**config.mk**
```make
export PLATFORM = sky130hd
export DESIGN_NAME = grz4_mul_cell
export DESIGN_NICKNAME = d
export VERILOG_FILES = /design/src/sv/grz4_pkg.sv /design/src/sv/grz4_mul_cell.sv
export SDC_FILE = /design/constraint.sdc
export NUM_CORES = 1
export LEC_CHECK = 0
export ABC_AREA = 1
export BUFFER_PORTS_ARGS = -buffer_cell sky130_fd_sc_hd__buf_2
export CAP_MARGIN = 10
export CELL_PAD_IN_SITES_DETAIL_PLACEMENT = 2
export CELL_PAD_IN_SITES_GLOBAL_PLACEMENT = 2
export CORE_ASPECT_RATIO = 0.7
export CORE_MARGIN = 5
export CORE_UTILIZATION = 28
export DETAILED_ROUTE_END_ITERATION = 6
export GPL_TIMING_DRIVEN = 1
export PLACE_DENSITY_LB_ADDON = 0.1
export SYNTH_ARGS = -nofsm -noshare
export SYNTH_HDL_FRONTEND = slang
export SYNTH_SLANG_ARGS = --single-unit
```
**constraint.sdc**
```tcl
create_clock -name clk_i -period 0.8 [get_ports clk_i]
set_clock_uncertainty 0.1 [all_clocks]
set_input_delay 0.16 -clock clk_i [delete_from_list [all_inputs] [get_ports clk_i]]
set_output_delay 0.16 -clock clk_i [all_outputs]
set_load 0.02 [all_outputs]
```
**src/sv/grz4_pkg.sv**
```systemverilog
package grz4_pkg;

  localparam int unsigned DEGREE    = 32;
  localparam int unsigned OPW       = 32;
  localparam int unsigned COEFS     = 2 * OPW;
  localparam int unsigned MUL_CELLS = OPW;
  localparam int unsigned RED_CELLS = COEFS - DEGREE;
  localparam int unsigned LATENCY   = MUL_CELLS + RED_CELLS;

  // bit-sliced Z4 polynomials: coefficient i = 2*hi[i] + lo[i]
  typedef struct packed {
    logic [COEFS-1:0] a_hi;
    logic [COEFS-1:0] a_lo;
    logic [OPW-1:0]   b_hi;
    logic [OPW-1:0]   b_lo;
    logic [COEFS-1:0] acc_hi;
    logic [COEFS-1:0] acc_lo;
  } mul_data_t;

  typedef struct packed {
    logic [COEFS-1:0] hi;
    logic [COEFS-1:0] lo;
  } red_data_t;

endpackage

```
**src/sv/grz4_mul_cell.sv**
```systemverilog
module grz4_mul_cell (
  input  logic                  clk_i,
  input  logic                  rst_ni,
  input  logic                  valid_i,
  input  grz4_pkg::mul_data_t   data_i,
  output logic                  valid_o,
  output grz4_pkg::mul_data_t   data_o
);
  import grz4_pkg::*;

  logic             valid_q;
  mul_data_t        data_d, data_q;
  logic [COEFS-1:0] term_hi, term_lo;

  // a * b[0] over Z4, accumulated with the lo carry into hi; a shifts up, b down
  always_comb begin
    term_hi = (data_i.a_hi & {COEFS{data_i.b_lo[0]}})
            ^ (data_i.a_lo & {COEFS{data_i.b_hi[0]}});
    term_lo = data_i.a_lo & {COEFS{data_i.b_lo[0]}};
    data_d.a_hi   = data_i.a_hi << 1;
    data_d.a_lo   = data_i.a_lo << 1;
    data_d.b_hi   = data_i.b_hi >> 1;
    data_d.b_lo   = data_i.b_lo >> 1;
    data_d.acc_hi = data_i.acc_hi ^ term_hi ^ (data_i.acc_lo & term_lo);
    data_d.acc_lo = data_i.acc_lo ^ term_lo;
  end

  always_ff @(posedge clk_i or negedge rst_ni) begin
    if (!rst_ni) begin
      valid_q <= 1'b0;
    end else begin
      valid_q <= valid_i;
    end
  end

  always_ff @(posedge clk_i) begin
    if (valid_i) begin
      data_q <= data_d;
    end
  end

  assign valid_o = valid_q;
  assign data_o  = data_q;

endmodule

```
Yosys cells after proc, flatten, opt, wreduce, memory -nomap -nowiden
Cells that the tools add are included.
Widths: inputs -> output; s select.

storage, ports and cells
  logic and storage cells = 15
  flip-flop bits (word level) = 317

operators by class
  bitwise operators = 8

operators with widths
  operator        number
  $and 64x64->64  4
  $xor 64x64->64  4

Depth between registers and ports, before layout
  word-level depth = 4
  depth in mapped cells = 12

Worst setup path before layout
Ideal clock, no wire load.

  path type = input to register
  start = in data_i[128] (netlist name)
  end = reg data_q, in the netlist data_o[125] (data pin)
  data arrival time = 1.209 ns
  setup time = 0.252 ns
  path slack = -0.761 ns
  stages on the path = 12
  cells stage by stage = buf_4 buf_4 buf_4 nand2_1 inv_1 ha_1 nand2_1 inv_1 nor2_1 inv_1 nand2_1 nand2_1

RTL lines
  item                  line                 RTL
  from (decl)           grz4_mul_cell.sv:5   input grz4_pkg::mul_data_t data_i,
  to (signal assigned)  grz4_mul_cell.sv:38  data_q <= data_d;
  to (decl)             grz4_mul_cell.sv:12  mul_data_t data_d, data_q;

==> metrics.yaml <==
power_and_ir_drop:
  power_frac_comb_pct: 26.3
  p_int_uw: 36100
  pwr-share-seq_pct: 39.9
  cellLeakagePower_uw: 0.0132
  ir_drop_v: 0.00138
  swShare_pct: 31.8
  power.density_nw_per_um2: 1890
  p_switching_uw: 16800
  power_frac_clock_pct: 33.8
placement:
  place_congestion: 0.791
  placed_area_sq_um: 20400
  port_buffers: 639
  dp_hpwl_microns: 49600
  place_ws_ps: -859
sta:
  layout_setup_ws_ps: -732
  period_minus_slack_ps: 1530
  hold_viol: 86
  holdWs_ps: -182
  grt_setup_unrepaired: "true"
  setup_viol: 407
  drv_slew: 0
  finalCritPeriodShare_pct: 191
  fmax_mhz: 653
worst_setup_path:
  critical_path_peak_fanout: 3
  cp.arrival_ps: 1730
  cp-start-kind: "input port"
  worstSetupPathType: "in2reg"
  crit_path_end_kind: "register"
  required_ps: 1000
floorplanning:
  die_h_microns: 202
  io_pins: 644
  num_rows: 70
  fp.dieW_microns: 284
  coreArea_sq_um: 52000
  dieArea_sq_um: 57100
  start_util_pct: 28.2
detailed_routing:
  dr.pass1.iters: 5
  ant_nets: 0
  vias: 15600
  drc: 0
  viasPerCell: 4.90
  drt_iter0_markers: 942
  wl_microns: 98000
  wl_per_cell_microns: 30.8
status:
  violations: "hold timing, setup timing"
  outcome: "finished, violations left"
synth:
  synth.distinct_cells: 13
  netlist_top_cells_count: "nand2_1 (462), edfxtp_1 (316), inv_1 (207), nand3_1 (128), nor2_1 (128)"
  synthAdderAreaFrac_pct: 5.46
  synth-xor-area-share_pct: 0
  synth_mux_area_share_pct: 0
  synth_top_cell_by_area: "edfxtp_1"
  yosys_warnings: 0
  synth_area_leaders: "edfxtp_1 (65%), nand2_1 (12%), ha_1 (5.5%), inv_1 (5.3%), nand3_1 (4.4%)"
  synth_area_sq_um: 14700
  yosysTopAreaCellShare_pct: 64.7
  synthFlopType: "edfxtp_1"
  ys_seq_elements: 317
  synth_compound_area_share_pct: 0
  ys_seq_area_share_pct: 64.8
  post-synth-top-count-cell: "nand2_1"
  synth_edf_count: 316
  avgSynthCellArea_sq_um: 10.2
  async_reset_ff_share_pct: 0.315
  syn_inst: 1438
  synth-simple-area-share_pct: 21.6
  synth_top_family_by_area: "simple AND/OR/NAND/NOR gates"
grt:
  grt_max_degree: 50
  grt_usage_pct: 27.0
  grt_pass1_wl_microns: 115000
  grt_overflow_total: 0
  grt_pass1_vias: 16900
  antenna_found_initial: 34
cells_and_area:
  fin_nets: 2829
  fill_cells: 5025
  area_growth_pct: 91.1
  drive_gt1_share_pct: 59.6
  final_area_sq_um: 28000
  seqCellArea_sq_um: 9510
  multi_input_area_sq_um: 6460
clock_tree:
  cts_buffers: 37
  cts_root_buffer: "clkbuf_16"
  cts_sinks: 317
  cts_tree: "built"
  htree_levels: 2
  clk_pin_slew_worst_paths_ps: 80
  cts.path.max_buffers: 3
hold_path:
  hold_path.class: "in2reg"
job:
  cap_violations: 0
==> final timing paths <==
check                      slack [ps]  cells after the start          end   startpoint
setup / recovery                 -730                     11  data_o[110]  data_i[238]
hold / removal                   -180                      2   data_o[43]   data_i[43]
min in group asynchronous         340                      3      valid_o       rst_ni
max in group asynchronous         160                      3      valid_o       rst_ni
==> power groups by stage <==
stage	combinational, uW	clock, uW	sequential, uW
finish	13900	17900	21100
CTS	11700	17700	20800
global route	14400	18800	21200
floorplan	2120	0	22800
detailed placement	8760	0	20900
global placement	8390	0	20800
==> final cells by class <==
cell class / count / share of cell area [%]
diodes: 30 / 0.268
clock buffers: 44 / 3.40
clock inverters: 22 / 0.768
inverters: 256 / 3.67
multi-input cells: 836 / 23.1
flip-flops and latches: 317 / 33.9
well taps: 684 / 3.05
repair buffers: 994 / 31.9
==> metal layers <==
metal | GRT usage (%) | up-vias | share of wire [%]
met2 | 51.3 | 765 | 54
met1 | 26.3 | 7853 | 33
met3 | 8.98 | 298 | 7.4
met5 | 0 | - | 0.12
met4 | 12.5 | 18 | 6.3
li1 | - | 6670 | -
==> kinds of logic after synthesis <==
| kind of cell | count (synthesis) |
|---|---|
| flip-flops | 317 |
| AND/OR/NAND/NOR | 768 |
| other | 1 |
| buffers and inverters | 288 |
| adder cells (fa/ha/maj) | 64 |
==> worst max-delay path, stage by stage <==
cell and delay (ps):
buf_2 140, dlymetal6s4s_1 360, nand2_4 120, inv_4 40, ha_4 170, nand2_2 70, inv_2 50, nor2_2 200
inv_1 110, nand2_1 160, nand2_1 130
==> through the flow <==
step	power (uW)	TNS (ps)	instances	util, %	hold slack, ps
after floorplan	24900	-65840	1441	-	-236
after global placement	29200	-157870	2849	39.1	-164
after detailed placement	29600	-163660	2849	39.1	-164
after CTS	50200	-194220	3142	50.6	-227
after global routing	54400	-206290	3179	53.9	-195
final	52900	-195230	3183	53.9	-182
==> placed cells by master, fill, tap and decap left out, drive strengths merged <==
cell and n:
clkinv 51, bufinv 4, clkbuf 46, dlymetal6s4s 3, nor2 128, nand2 512, buf 802, nand3 128
dlygate4sd3 187, ha 64, conb 4, diode 30, edfxtp 316, dfrtp 1, inv 223
==> registers in the layout, summed over array words and instances (netlist names) <==
| name | cells |
|---|---|
| data_o | 316 |
| valid_o | 1 |
==> what timing repair did <==
item / in CTS / in global routing
resized for setup: 765 / 523
setup buffers: 23 / 14
pin swaps: 210 / 163
hold buffers: 190 / 23
endpoints found under the hold margin: 336 / 104
endpoints found under the setup margin: 381 / 385
gates cloned: 14 / 2
Note: power is estimated with default switching activity, not from simulation.
