==> config.mk <==
export PLATFORM = sky130hd
export DESIGN_NAME = grz4_red_cell
export DESIGN_NICKNAME = d
export VERILOG_FILES = /design/src/sv/grz4_pkg.sv /design/src/sv/grz4_red_cell.sv
export SDC_FILE = /design/constraint.sdc
export NUM_CORES = 1
export LEC_CHECK = 0
export ABC_CLOCK_PERIOD_IN_PS = 920
export BUFFER_PORTS_ARGS = -buffer_cell sky130_fd_sc_hd__buf_2
export CORE_UTILIZATION = 40
export DETAILED_ROUTE_END_ITERATION = 12
export PLACE_DENSITY = 0.69
export RECOVER_POWER = 100
export SLEW_MARGIN = 20
export SYNTH_ARGS = -nofsm -noshare
export SYNTH_HDL_FRONTEND = slang
export SYNTH_SLANG_ARGS = --single-unit
==> constraint.sdc <==
create_clock -name clk_i -period 0.92 [get_ports clk_i]
set_input_delay 0.092 -clock clk_i [delete_from_list [all_inputs] [get_ports clk_i]]
set_output_delay 0.092 -clock clk_i [all_outputs]
set_load 0.02 [all_outputs]
==> src/sv/grz4_pkg.sv <==
package grz4_pkg;

  localparam int unsigned DEGREE    = 32;
  localparam int unsigned OPW       = 32;
  localparam int unsigned COEFS     = 2 * OPW;
  localparam int unsigned MUL_CELLS = OPW;
  localparam int unsigned RED_CELLS = COEFS - DEGREE;
  localparam int unsigned LATENCY   = MUL_CELLS + RED_CELLS;

  // bit-sliced Z4 polynomials: coefficient i = 2*hi[i] + lo[i]
  typedef struct packed {
    logic [COEFS-1:0] a_hi;
    logic [COEFS-1:0] a_lo;
    logic [OPW-1:0]   b_hi;
    logic [OPW-1:0]   b_lo;
    logic [COEFS-1:0] acc_hi;
    logic [COEFS-1:0] acc_lo;
  } mul_data_t;

  typedef struct packed {
    logic [COEFS-1:0] hi;
    logic [COEFS-1:0] lo;
  } red_data_t;

endpackage

==> src/sv/grz4_red_cell.sv <==
module grz4_red_cell (
  input  logic                          clk_i,
  input  logic                          rst_ni,
  input  logic [grz4_pkg::COEFS-1:0]    mvec_i,
  input  logic                          valid_i,
  input  grz4_pkg::red_data_t           data_i,
  output logic                          valid_o,
  output grz4_pkg::red_data_t           data_o
);
  import grz4_pkg::*;

  logic             valid_q;
  red_data_t        data_d, data_q;
  logic             top_hi, top_lo;
  logic [COEFS-1:0] neg_hi, neg_lo, sum_hi, sum_lo;

  // subtract top coefficient times the aligned modulus, then shift up
  always_comb begin
    top_hi = data_i.hi[COEFS-1];
    top_lo = data_i.lo[COEFS-1];
    neg_lo = mvec_i & {COEFS{top_lo}};
    neg_hi = (mvec_i & {COEFS{top_hi}}) ^ neg_lo;
    sum_hi = data_i.hi ^ neg_hi ^ (data_i.lo & neg_lo);
    sum_lo = data_i.lo ^ neg_lo;
    data_d.hi = sum_hi << 1;
    data_d.lo = sum_lo << 1;
  end

  always_ff @(posedge clk_i or negedge rst_ni) begin
    if (!rst_ni) begin
      valid_q <= 1'b0;
    end else begin
      valid_q <= valid_i;
    end
  end

  always_ff @(posedge clk_i) begin
    if (valid_i) begin
      data_q <= data_d;
    end
  end

  assign valid_o = valid_q;
  assign data_o  = data_q;

endmodule

-- Yosys cells after proc, flatten, opt, wreduce, memory -nomap -nowiden
Cells that the tools add are included.
Widths: inputs -> output; s select.
- bitwise gates (word level): 7
- operator list (kind ; count):
    $xor 63x63->63 ; 4
    $and 63x63->63 ; 3
- register bits: 127
- output and inout bits: 129
- word-level logic and storage cells: 10

-- Logic depth before layout (Yosys ltp)
- depth in word-level cells: 4
- gate-level depth with buffers: 6

-- Worst setup path after synthesis
No wires, ideal clock.
- kind: input -> register
- start: input data_i[63] (netlist name)
- end: register data_q (netlist bit data_o[100]) (data pin)
- setup time: 0.260 ns
- data arrival time: 0.973 ns
- path slack: -0.312 ns
- stages: 6
- buffers on the path: 2
- cells stage by stage: buf_4 -> clkbuf_1 -> and2_1 -> ha_1 -> xor2_1 -> xnor2_1
- longest elaborated chain between the ends: 4
- elaborated cells on any way between the ends: 5
- those cells by class: bitwise (5)
- RTL lines (item ; line ; RTL):
    start, declared ; grz4_red_cell.sv:6 ; input grz4_pkg::red_data_t data_i,
    $and 63x63->63 * ; grz4_red_cell.sv:21 ; neg_lo = mvec_i & {COEFS{top_lo}};
    $xor 63x63->63 ; grz4_red_cell.sv:22 ; neg_hi = (mvec_i & {COEFS{top_hi}}) ^ neg_lo;
    $xor 63x63->63 ; grz4_red_cell.sv:23 ; sum_hi = data_i.hi ^ neg_hi ^ (data_i.lo & neg_lo);
    $xor 63x63->63 * ; grz4_red_cell.sv:23 ;
    via sum_hi[35] ; grz4_red_cell.sv:15 ; logic [COEFS-1:0] neg_hi, neg_lo, sum_hi, sum_lo;
    end signal, assigned ; grz4_red_cell.sv:39 ; data_q <= data_d;
    end, declared ; grz4_red_cell.sv:13 ; red_data_t data_d, data_q;
The timed path passes the listed nets; every way through them passes the cells marked *.
A chain may end at the register's enable or synchronous reset.

-- Worst setup path after layout
- start: register data_q (netlist bit data_o[126])
- end: output data_o[126] (netlist name)
- RTL lines (item ; line ; RTL):
    end, declared ; grz4_red_cell.sv:8 ; output grz4_pkg::red_data_t data_o
No word-level cell between the ends.

==> Flow_metrics.wiki <==
{| class="wikitable"
! Metric !! Value
|-
| Met1 global-route usage || 0.213
|-
| Post-synthesis mux area share || 0
|-
| Synth-to-Final Area Change || 63.6%
|-
| Part of the total power dissipated in sequential elements || 0.406
|-
| Detailed-route DRC error count || 0
|-
| Total of hold buffers inserted after clock tree synthesis || 2
|-
| Largest fanout on the critical path || 1
|-
| Type of the most critical hold path || input pin to flip-flop
|-
| Number of vias per cell after detailed routing || 4.60
|-
| Sum of negative setup slack || -16.57 ns
|-
| Net switching fraction of the power || 0.275
|-
| Largest delay share family, worst path || flip-flops
|-
| GRT overflow || 0
|-
| Clk Tree Root Cell || sky130_fd_sc_hd__clkbuf_16
|-
| Final period utilization || 1.18
|-
| Combinational family with the most area after synthesis || XOR/XNOR gates
|-
| Global route hottest layer || met2
|-
| Hold Path Depth || 2
|-
| Yosys reg bits || 127
|-
| Largest area contributor in the synthesized netlist || sky130_fd_sc_hd__edfxtp_1
|-
| Number of rows in the core area || 46
|-
| Combinational fraction of design power || 0.251
|-
| Transition at the pin with the smallest max-transition slack || 0.502 ns
|-
| Yosys Warn Count || 0
|-
| Share of the core filled with cells in the final layout || 0.669
|-
| Routed wire length || 18500 um
|-
| Proportion of synthesized chip area in sequential cells || 0.588
|-
| DP Cell Count || 1020
|-
| Area share of fa/ha/maj cells after synthesis || 0.122
|-
| Final hold violations || 4
|-
| Routed via count || 4887
|-
| Type of the worst setup path || flip-flop to output pin
|-
| Clock tree sinks || 127
|-
| PortBufs || 320
|-
| Setup slack of the critical path after layout || -0.168 ns
|-
| Critical Path RT || 0.83 ns
|-
| Number of ports placed on the die boundary || 324
|-
| Clock Power Share || 0.343
|-
| Complex-gate fraction of the synthesized area || 0
|-
| Final hold slack || -0.0107 ns
|-
| Floorplan Core Area || 15800 um^2
|-
| Arrival time at the worst endpoint || 1.00 ns
|-
| Clock buffers created by TritonCTS || 17
|-
| Clock tree from TritonCTS || done
|-
| Chip Height || 129 um
|-
| Post-Place Setup Slack || -0.447 ns
|-
| Pwr/cell area || 1770 nW/um^2
|-
| Buffers and inverters on the worst path || 1
|-
| Area fraction in and, or, nand and nor cells after synthesis || 0.0974
|-
| Rel. slew slack || 0.665
|-
| Cell with the largest stage delay on the worst path || sky130_fd_sc_hd__edfxtp_1
|-
| Post-Syn Instances || 459
|-
| Worst supply voltage drop on vdd || 0.00106 V
|-
| Post-DR wirelength/cell || 17.4 um
|-
| Source of the worst hold timing path || data_i[61]
|-
| Overall routing resource usage || 0.210
|-
| Post-DRT Antenna Nets || 0
|-
| Die Width || 129 um
|-
| Switching power || 5.14 mW
|-
| Antenna violations before repair || 1
|-
| Violations in the final reports || negative hold slack, negative setup slack
|-
| Ratio of cells with drive above 1 in the final layout || 0.563
|-
| Share of Yosys cell area claimed by the top area cell type || 0.584
|-
| Nets || 1092
|-
| Highest clock rate || 919 MHz
|-
| Leading post-synthesis cells by cell area || sky130_fd_sc_hd__edfxtp_1 (58%), sky130_fd_sc_hd__ha_1 (12%), sky130_fd_sc_hd__xnor2_1 (8.5%), sky130_fd_sc_hd__xor2_1 (8.5%), sky130_fd_sc_hd__and2_1 (6.1%)
|-
| Placed wire-length estimate || 13200 um
|-
| Total standard cell area after synthesis || 6470 um^2
|-
| H-tree lvl count || 4
|-
| Synth cell types || 12
|-
| Worst-path clk slew || 0.05 ns
|-
| Endpoints failing setup || 171
|-
| Minimum period implied by the final worst setup slack || 1.09 ns
|-
| Slew Viols, Final || 0
|-
| Leakage dissipation || 4.53 nW
|-
| Kind of start point of the critical path || flip-flop
|-
| Max-cap violations || 0
|-
| End of the worst hold path || data_o[62]$_DFFE_PP_
|-
| Number of non-filler instances in the completed layout || 1063
|-
| Xor and xnor fraction of the mapped netlist area || 0.175
|-
| Mean instance size in the synthesized netlist || 14.1 um^2
|-
| Setup repair after global routing missed its margin || yes
|-
| Effective utilization at floorplan || 0.409
|-
| Routability congestion estimate from global placement || 0.766
|-
| CP cell instances || buf_6
|-
| Buffer depth of the longest clock path || 2
|-
| Largest stage delay on the critical path || 0.43 ns
|-
| Global-route wire length before repair || 25500 um
|-
| Number of search-and-repair iterations in the first detailed-routing pass || 4
|-
| M3 GR Usage || 0.0805
|-
| Run status || finished with violations
|-
| Pin count of the biggest net entering global routing || 31
|-
| Met2 track demand over resource in global routing || 0.380
|-
| Diode insertion count for antenna repair || 0
|-
| DRC marker count from the first detailed-route iteration || 176
|-
| Capturing element type of the critical path || output pin
|-
| Area of the die || 16700 um^2
|-
| Vias in the first global route || 5065
|-
| Internal Dissipation || 13.6 mW
|}
synthesized netlist by cell type (all sizes together):
| cell | instances |
|---|---|
| edfxtp | 126 |
| ha | 63 |
| dfrtp | 1 |
| buf | 9 |
| clkbuf | 6 |
| conb | 1 |
| nand2 | 63 |
| xnor2 | 63 |
| and2 | 63 |
| xor2 | 64 |
repair_timing:
action | 4_1_cts | 5_1_grt
pin swaps | 0 | 3
resized for setup | 95 | 150
endpoints found under the setup margin | 129 | 171
hold endpoints to repair | 42 | 34
buffers inserted | 1 | 1
cloned | 3 | 4
power by group through the flow:
stage	logic [mW]	registers [mW]	clock network, mW
2_1_floorplan	1.33	8.49	0
3_3_place_gp	3.86	7.54	0
5_1_grt	5.00	7.65	6.79
6_report	4.70	7.59	6.42
4_1_cts	4.44	7.50	6.53
3_5_place_dp	4.00	7.55	0
how the worst max path moves through the flow:
stage / cells past startpoint / slack, ns / startpoint / endpoint
6_report: 1 / -0.17 / data_o[126]$_DFFE_PP_ / data_o[126]
5_1_grt: 1 / -0.20 / data_o[126]$_DFFE_PP_ / data_o[126]
4_1_cts: 1 / -0.20 / data_o[126]$_DFFE_PP_ / data_o[126]
3_5_place_dp: 6 / -0.45 / data_i[63] / data_o[107]$_DFFE_PP_
3_3_place_gp: 6 / -0.41 / data_i[63] / data_o[99]$_DFFE_PP_
2_1_floorplan: 6 / -0.25 / data_i[63] / data_o[113]$_DFFE_PP_
cell families after synthesis:
logic type	Yosys count
xor+xnor	127
fa+ha+maj	63
simple gates	126
other cells	1
buf+inv	15
flops	127
cell usage in the layout, fill, tap and decap left out:
cell type / synthesis / routed
sky130_fd_sc_hd__nand2_4: 0 / 4
sky130_fd_sc_hd__buf_4: 3 / 25
sky130_fd_sc_hd__clkbuf_4: 0 / 5
sky130_fd_sc_hd__xnor2_2: 0 / 1
sky130_fd_sc_hd__and2_0: 0 / 54
sky130_fd_sc_hd__conb_1: 1 / 2
sky130_fd_sc_hd__nand2_1: 63 / 49
sky130_fd_sc_hd__buf_12: 0 / 2
sky130_fd_sc_hd__bufinv_16: 0 / 2
sky130_fd_sc_hd__xor2_2: 0 / 2
sky130_fd_sc_hd__dlygate4sd3_1: 0 / 2
sky130_fd_sc_hd__buf_6: 6 / 112
sky130_fd_sc_hd__nand2_2: 0 / 10
sky130_fd_sc_hd__clkbuf_16: 0 / 19
sky130_fd_sc_hd__clkinv_2: 0 / 6
sky130_fd_sc_hd__clkbuf_2: 0 / 4
sky130_fd_sc_hd__ha_2: 0 / 15
sky130_fd_sc_hd__buf_2: 0 / 213
sky130_fd_sc_hd__xor2_1: 63 / 62
sky130_fd_sc_hd__ha_1: 63 / 3
sky130_fd_sc_hd__buf_16: 0 / 1
sky130_fd_sc_hd__clkinvlp_4: 0 / 4
sky130_fd_sc_hd__clkbuf_1: 6 / 7
sky130_fd_sc_hd__and2_4: 0 / 7
sky130_fd_sc_hd__ha_4: 0 / 45
sky130_fd_sc_hd__dfrtp_1: 1 / 1
sky130_fd_sc_hd__edfxtp_1: 126 / 126
sky130_fd_sc_hd__and2_1: 63 / 2
sky130_fd_sc_hd__xnor2_1: 63 / 62
sequential cells by signal (all words and copies together), names as in the netlist:
name and cells:
valid_o 1, data_o 126
area by class of cell:
class / count / area, um^2
Clock inverter: 12 / 120
Timing Repair Buffer: 370 / 2730
Multi-Input combinational cell: 318 / 3230
Sequential cell: 127 / 3810
Clock buffer: 20 / 437
Tap cell: 216 / 270
Fill cell: 1153 / 5230
per-layer routing:
metal  vias up  part of all wire
li1       2319                 -
met1      2290              0.37
met2       241              0.52
met3        35             0.090
met4         2             0.024
met5         -           0.00070
stage by stage:
step / hold slack, ns / total power, mW / cell area (um^2)
final: -0.0107 / 18.7 / 10600
after global routing: -0.0210 / 19.4 / 10600
after CTS: -0.0338 / 18.5 / 10300
after detailed placement: -0.133 / 11.6 / 9340
after global placement: -0.133 / 11.4 / 9340
after floorplan: -0.204 / 9.81 / 7270
Power figures use the tool's default switching activity.
